[config.mk]
export PLATFORM = sky130hd
export DESIGN_NAME = mslu_ctrl
export DESIGN_NICKNAME = d
export VERILOG_FILES = /design/src/sv/mslu_pkg.sv /design/src/sv/mslu_ctrl.sv
export SDC_FILE = /design/constraint.sdc
export NUM_CORES = 1
export LEC_CHECK = 0
export BUFFER_PORTS_ARGS = -buffer_cell sky130_fd_sc_hd__buf_2
export CAP_MARGIN = 40
export CORE_ASPECT_RATIO = 0.9
export CORE_MARGIN = 1
export CORE_UTILIZATION = 54
export DETAILED_ROUTE_END_ITERATION = 8
export PLACE_DENSITY = 0.76
export SLEW_MARGIN = 20
export SYNTH_ARGS = -nofsm -noshare
export SYNTH_HDL_FRONTEND = slang
export SYNTH_SLANG_ARGS = --single-unit
export TNS_END_PERCENT = 50
[constraint.sdc]
create_clock -name clk -period 2.59 [get_ports clk]
set_input_delay 0.259 -clock clk [delete_from_list [all_inputs] [get_ports clk]]
set_output_delay 0.259 -clock clk [all_outputs]
set_load 0.01 [all_outputs]
[src/sv/mslu_pkg.sv]
// Shared constants, opcodes and status types for the multi-speed layer looper.
// Used by the controller, the datapath and the top level; depends on nothing.
package mslu_pkg;

  localparam int LOOP_MAX_DEF    = 262144;
  localparam int LAYER_COUNT_DEF = 4;

  localparam int SAMPLE_W   = 16;
  localparam int POS_W      = 21;
  localparam int CFG_W      = 19;
  localparam int CFG_IDX_W  = 2;
  localparam int GAIN_W     = 17;
  localparam int STORE_W    = 24;
  localparam int WET_W      = 32;
  localparam int SV_W       = 32;
  localparam int VV_W       = 34;
  localparam int CNT_W      = 5;
  localparam int UNITY      = 65536;
  localparam int LEN_RESET  = 96000;
  localparam int VOL_RESET  = 32768;

  localparam logic [CFG_IDX_W-1:0] CFG_LOOP_LENGTH   = 2'd0;
  localparam logic [CFG_IDX_W-1:0] CFG_FEED_GAIN     = 2'd1;
  localparam logic [CFG_IDX_W-1:0] CFG_VOLUME_TARGET = 2'd2;

  typedef enum logic [3:0] {
    OP_NONE, OP_LOAD, OP_CLR, OP_REM, OP_SETP, OP_WRD, OP_WWR,
    OP_RDA, OP_RDB, OP_LACC, OP_M0, OP_M1, OP_FIN
  } op_t;

  typedef struct packed {
    logic rem_done;
    logic clr_last;
    logic lay_last;
    logic out_free;
  } dp_status_t;

endpackage

[src/sv/mslu_ctrl.sv]
// Sequencer of the layer looper: walks each word through its datapath steps.
// Depends on mslu_pkg for opcodes and the status struct.
module mslu_ctrl import mslu_pkg::*; (
  input  logic       clk,
  input  logic       rst_n,
  input  logic       in_valid,
  input  logic       in_cmd,
  input  dp_status_t st,
  output logic       in_stall,
  output op_t        op
);

  typedef enum logic [10:0] {
    S_CLEAR = 11'b00000000001,
    S_IDLE  = 11'b00000000010,
    S_SPAN  = 11'b00000000100,
    S_WIDX  = 11'b00000001000,
    S_WWR   = 11'b00000010000,
    S_LIDX  = 11'b00000100000,
    S_RDB   = 11'b00001000000,
    S_LACC  = 11'b00010000000,
    S_M0    = 11'b00100000000,
    S_M1    = 11'b01000000000,
    S_FIN   = 11'b10000000000
  } state_t;

  state_t state_r, state_nxt;

  always_ff @(posedge clk) begin
    if (!rst_n) begin
      state_r <= S_CLEAR;
    end else begin
      state_r <= state_nxt;
    end
  end

  assign in_stall = (state_r != S_IDLE);

  always_comb begin
    state_nxt = state_r;
    op        = OP_NONE;
    unique case (state_r)
      S_CLEAR: begin
        op = OP_CLR;
        if (st.clr_last) state_nxt = S_IDLE;
      end
      S_IDLE: begin
        if (in_valid) begin
          if (in_cmd) begin
            state_nxt = S_CLEAR;
          end else begin
            op        = OP_LOAD;
            state_nxt = S_SPAN;
          end
        end
      end
      S_SPAN: begin
        if (st.rem_done) begin
          op        = OP_SETP;
          state_nxt = S_WIDX;
        end else begin
          op = OP_REM;
        end
      end
      S_WIDX: begin
        if (st.rem_done) begin
          op        = OP_WRD;
          state_nxt = S_WWR;
        end else begin
          op = OP_REM;
        end
      end
      S_WWR: begin
        op        = OP_WWR;
        state_nxt = S_LIDX;
      end
      S_LIDX: begin
        if (st.rem_done) begin
          op        = OP_RDA;
          state_nxt = S_RDB;
        end else begin
          op = OP_REM;
        end
      end
      S_RDB: begin
        op        = OP_RDB;
        state_nxt = S_LACC;
      end
      S_LACC: begin
        op        = OP_LACC;
        state_nxt = st.lay_last ? S_M0 : S_LIDX;
      end
      S_M0: begin
        op        = OP_M0;
        state_nxt = S_M1;
      end
      S_M1: begin
        op        = OP_M1;
        state_nxt = S_FIN;
      end
      S_FIN: begin
        if (st.out_free) begin
          op        = OP_FIN;
          state_nxt = S_IDLE;
        end
      end
      default: state_nxt = S_IDLE;
    endcase
  end

endmodule

==> flow_summary.yaml <==
outcome:
  status: "finished clean"
sta:
  tightest_slew_ns: 0.616
  final_hold_viol_count: 0
  fin_skew_ns: 0.00569
  clock.fmax_mhz: 417
  timing.final.crit_share: 0.925
  rsz0062_at_grt: "false"
  drv_slew: 0
  holdWs_ns: 0.229
  period_needed_ns: 2.40
  setup_violations: 0
  tns_ns: 0
  relSlewSlack: 0.586
cells_and_area:
  syn2layout_area_growth_pct: 7.33
  largest-register: "state_r"
  stdcell_area_um2: 916
  antennaDiodeCount: 0
  final_common_cell: "buf_2"
  mostFrequentLayoutCells: "12 x buf_2, 11 x dfxtp_1, 9 x nor2_1"
  largest_reg_flops: 11
  nets: 122
  top_regs: "state_r x11"
  final_layout_size_suffix_gt1_frac: 0.283
global_route:
  first_global_vias: 626
  met3_usage: 0.0691
  met2_usage: 0.377
  grt_start_max_net_pins: 12
  grt_use_met1: 0.348
  busiest_layer: "met2"
  antenna_found_initial: 0
  grt_pass1_wl_um: 3040
  overflow: 0
  grt.total_usage: 0.253
critical_path:
  r2r_slack_ns: 0.57
  cp-end-kind: "primary output"
  required_ns: 2.33
  crit_type: "reg2out"
  path_max_fanout: 8
  cp.arrival_ns: 2.14
  slowest_delay_ns: 0.54
  cp-start-kind: "register"
  cp_cell_sequence: "nor3_1 -> nand3_1 -> nor3b_1 -> nor2_1 -> nand4_1 -> buf_2"
  slowest_stage: "nor3_1"
detailed_routing:
  via_count: 841
  viasPerCell: 6.57
  drtPass1Iterations: 4
  final_antenna_net_count: 0
  post-route-drc-count: 0
  drtIter0Drc: 40
  wire_per_inst_um: 16.1
  drt_wl_total_um: 2060
clock_network:
  numCtsBuffers: 3
  cts_tree: "yes"
  clk_latency_ns: 0.28
  path_clk_slew_ns: 0.07
  ctsHtreeMaxLevel: 1
  clk_root_buffer_cell: "clkbuf_4"
  clock_sinks: 11
  post-cts-setup-buffers: 0
  ctsHoldBuffers: 0
  cts_buffer_depth: 2
logic_synthesis:
  ys_top_cells_by_area: "dfxtp_1 26%, clkbuf_8 4.8%, nor3_1 4.1%"
  ys_warn_count: 0
  synth_top_area_frac: 0.258
  syn_nets: 109
  synth.avg_cell_area_um2: 8.45
  syn-cell-area_um2: 853
  synth.distinct_cells: 37
  netlist.top_cell.by_area: "dfxtp_1"
  seq_area_frac_synth: 0.258
  ys.flop_type: "dfxtp_1"
  synth-edff-count: 0
  netlist_instances: 101
  async_flop_share: 0
  ys_ff_latch: 11
pwr:
  internal_power_mw: 0.274
  p_clk_frac: 0.307
  seqPwrFrac: 0.468
  power_density_mw_per_mm2: 442
  p_leak_nw: 0.366
  irDropWorstVdd_mv: 0.209
  sw_frac_of_total: 0.325
  combPwrFrac: 0.225
  p_sw_mw: 0.132
placed_design:
  post_dp_cell_area_um2: 880
  gp_congestion: 0.991
  io_buffers: 12
  hpwl_um: 1570
die:
  fp.dieW_um: 43.9
  core_mm2: 0.00146
  die_h_um: 39.7
  rows: 13
  start_util: 0.583
  num_io_pins: 13
  die_area_mm2: 0.00174
min_path:
  hold_path_class: "in2reg"
run:
  drv_cap: 0
==> routing by layer <==
metal	vias to the layer above	part of all wire	routed length, um
li1	416	-	-
met1	390	0.47	963
met2	31	0.45	937
met3	4	0.064	131
met4	0	0.015	30
met5	-	0	0
==> power by group through the flow <==
stage | clock network (mW) | logic, mW | registers, mW
after floorplan | 0 | 0.0849 | 0.180
after global placement | 0 | 0.0879 | 0.191
after detailed placement | 0 | 0.0879 | 0.192
after CTS | 0.128 | 0.0884 | 0.187
after global routing | 0.133 | 0.101 | 0.191
final | 0.124 | 0.0911 | 0.190
==> cells by family (layout without fill, tap and decap cells) <==
kind of cell | count (synthesis) | count (layout) | synth area share
compound gates | 18 | 18 | 0.152
buf+inv | 8 | 20 | 0.0792
flops | 11 | 11 | 0.258
simple gates | 60 | 60 | 0.469
xor+xnor | 4 | 4 | 0.0411
==> path summary, 6_finish.rpt <==
kind | startpoint | endpoint | cells past startpoint
worst max-delay path | state_r[10]$_SDFFE_PN0P_ | op[0] | 6
worst min-delay path | st[1] | state_r[8]$_SDFFE_PN0P_ | 2
worst max register to register | state_r[0]$_SDFFE_PN1P_ | state_r[7]$_SDFFE_PN0P_ | 5
worst min register to register | state_r[8]$_SDFFE_PN0P_ | state_r[9]$_SDFFE_PN0P_ | 2
==> critical path, delay by kind of cell, from the launching register on <==
kind | cells | cell delay (ns)
AND/OR/NAND/NOR | 5 | 1.34
flip-flops | 1 | 0.37
buffers and inverters | 1 | 0.14
==> repair_timing <==
action / in CTS / in global routing
endpoints found under the hold margin: 0 / 0
gates resized for setup: 0 / 1
setup endpoints to repair: 0 / 1
==> cell usage after synthesis (3+ instances only) <==
master	number
o31ai_1	3
nand3_1	6
nor2_1	9
clkbuf_8	3
inv_1	4
nand2_1	5
nor4_1	4
nor4b_1	3
nor3_1	7
a21oi_1	4
dfxtp_1	11
or4b_2	3
nand4_1	5
o21ai_0	5
==> area by class of cell <==
| class | instances | area, um^2 |
|---|---|---|
| multi-input combinational | 82 | 574 |
| fill | 122 | 548 |
| sequential | 11 | 220 |
| timing repair buffer | 12 | 60.1 |
| clock buffer | 3 | 22.5 |
| tap | 15 | 18.8 |
| inverter | 4 | 15.0 |
| clock inverter | 1 | 5.00 |
==> per-stage QoR <==
| step | util | total power, mW | cells | setup slack, ns |
|---|---|---|---|---|
| final | 0.626 | 0.405 | 128 | 0.194 |
| after global routing | 0.626 | 0.425 | 128 | 0.0398 |
| after CTS | 0.620 | 0.403 | 128 | 0.119 |
| after detailed placement | 0.601 | 0.280 | 124 | 0.445 |
| after global placement | 0.601 | 0.279 | 124 | 0.553 |
| after floorplan | - | 0.265 | 101 | 0.742 |
Note: power is estimated with default switching activity, not from simulation.
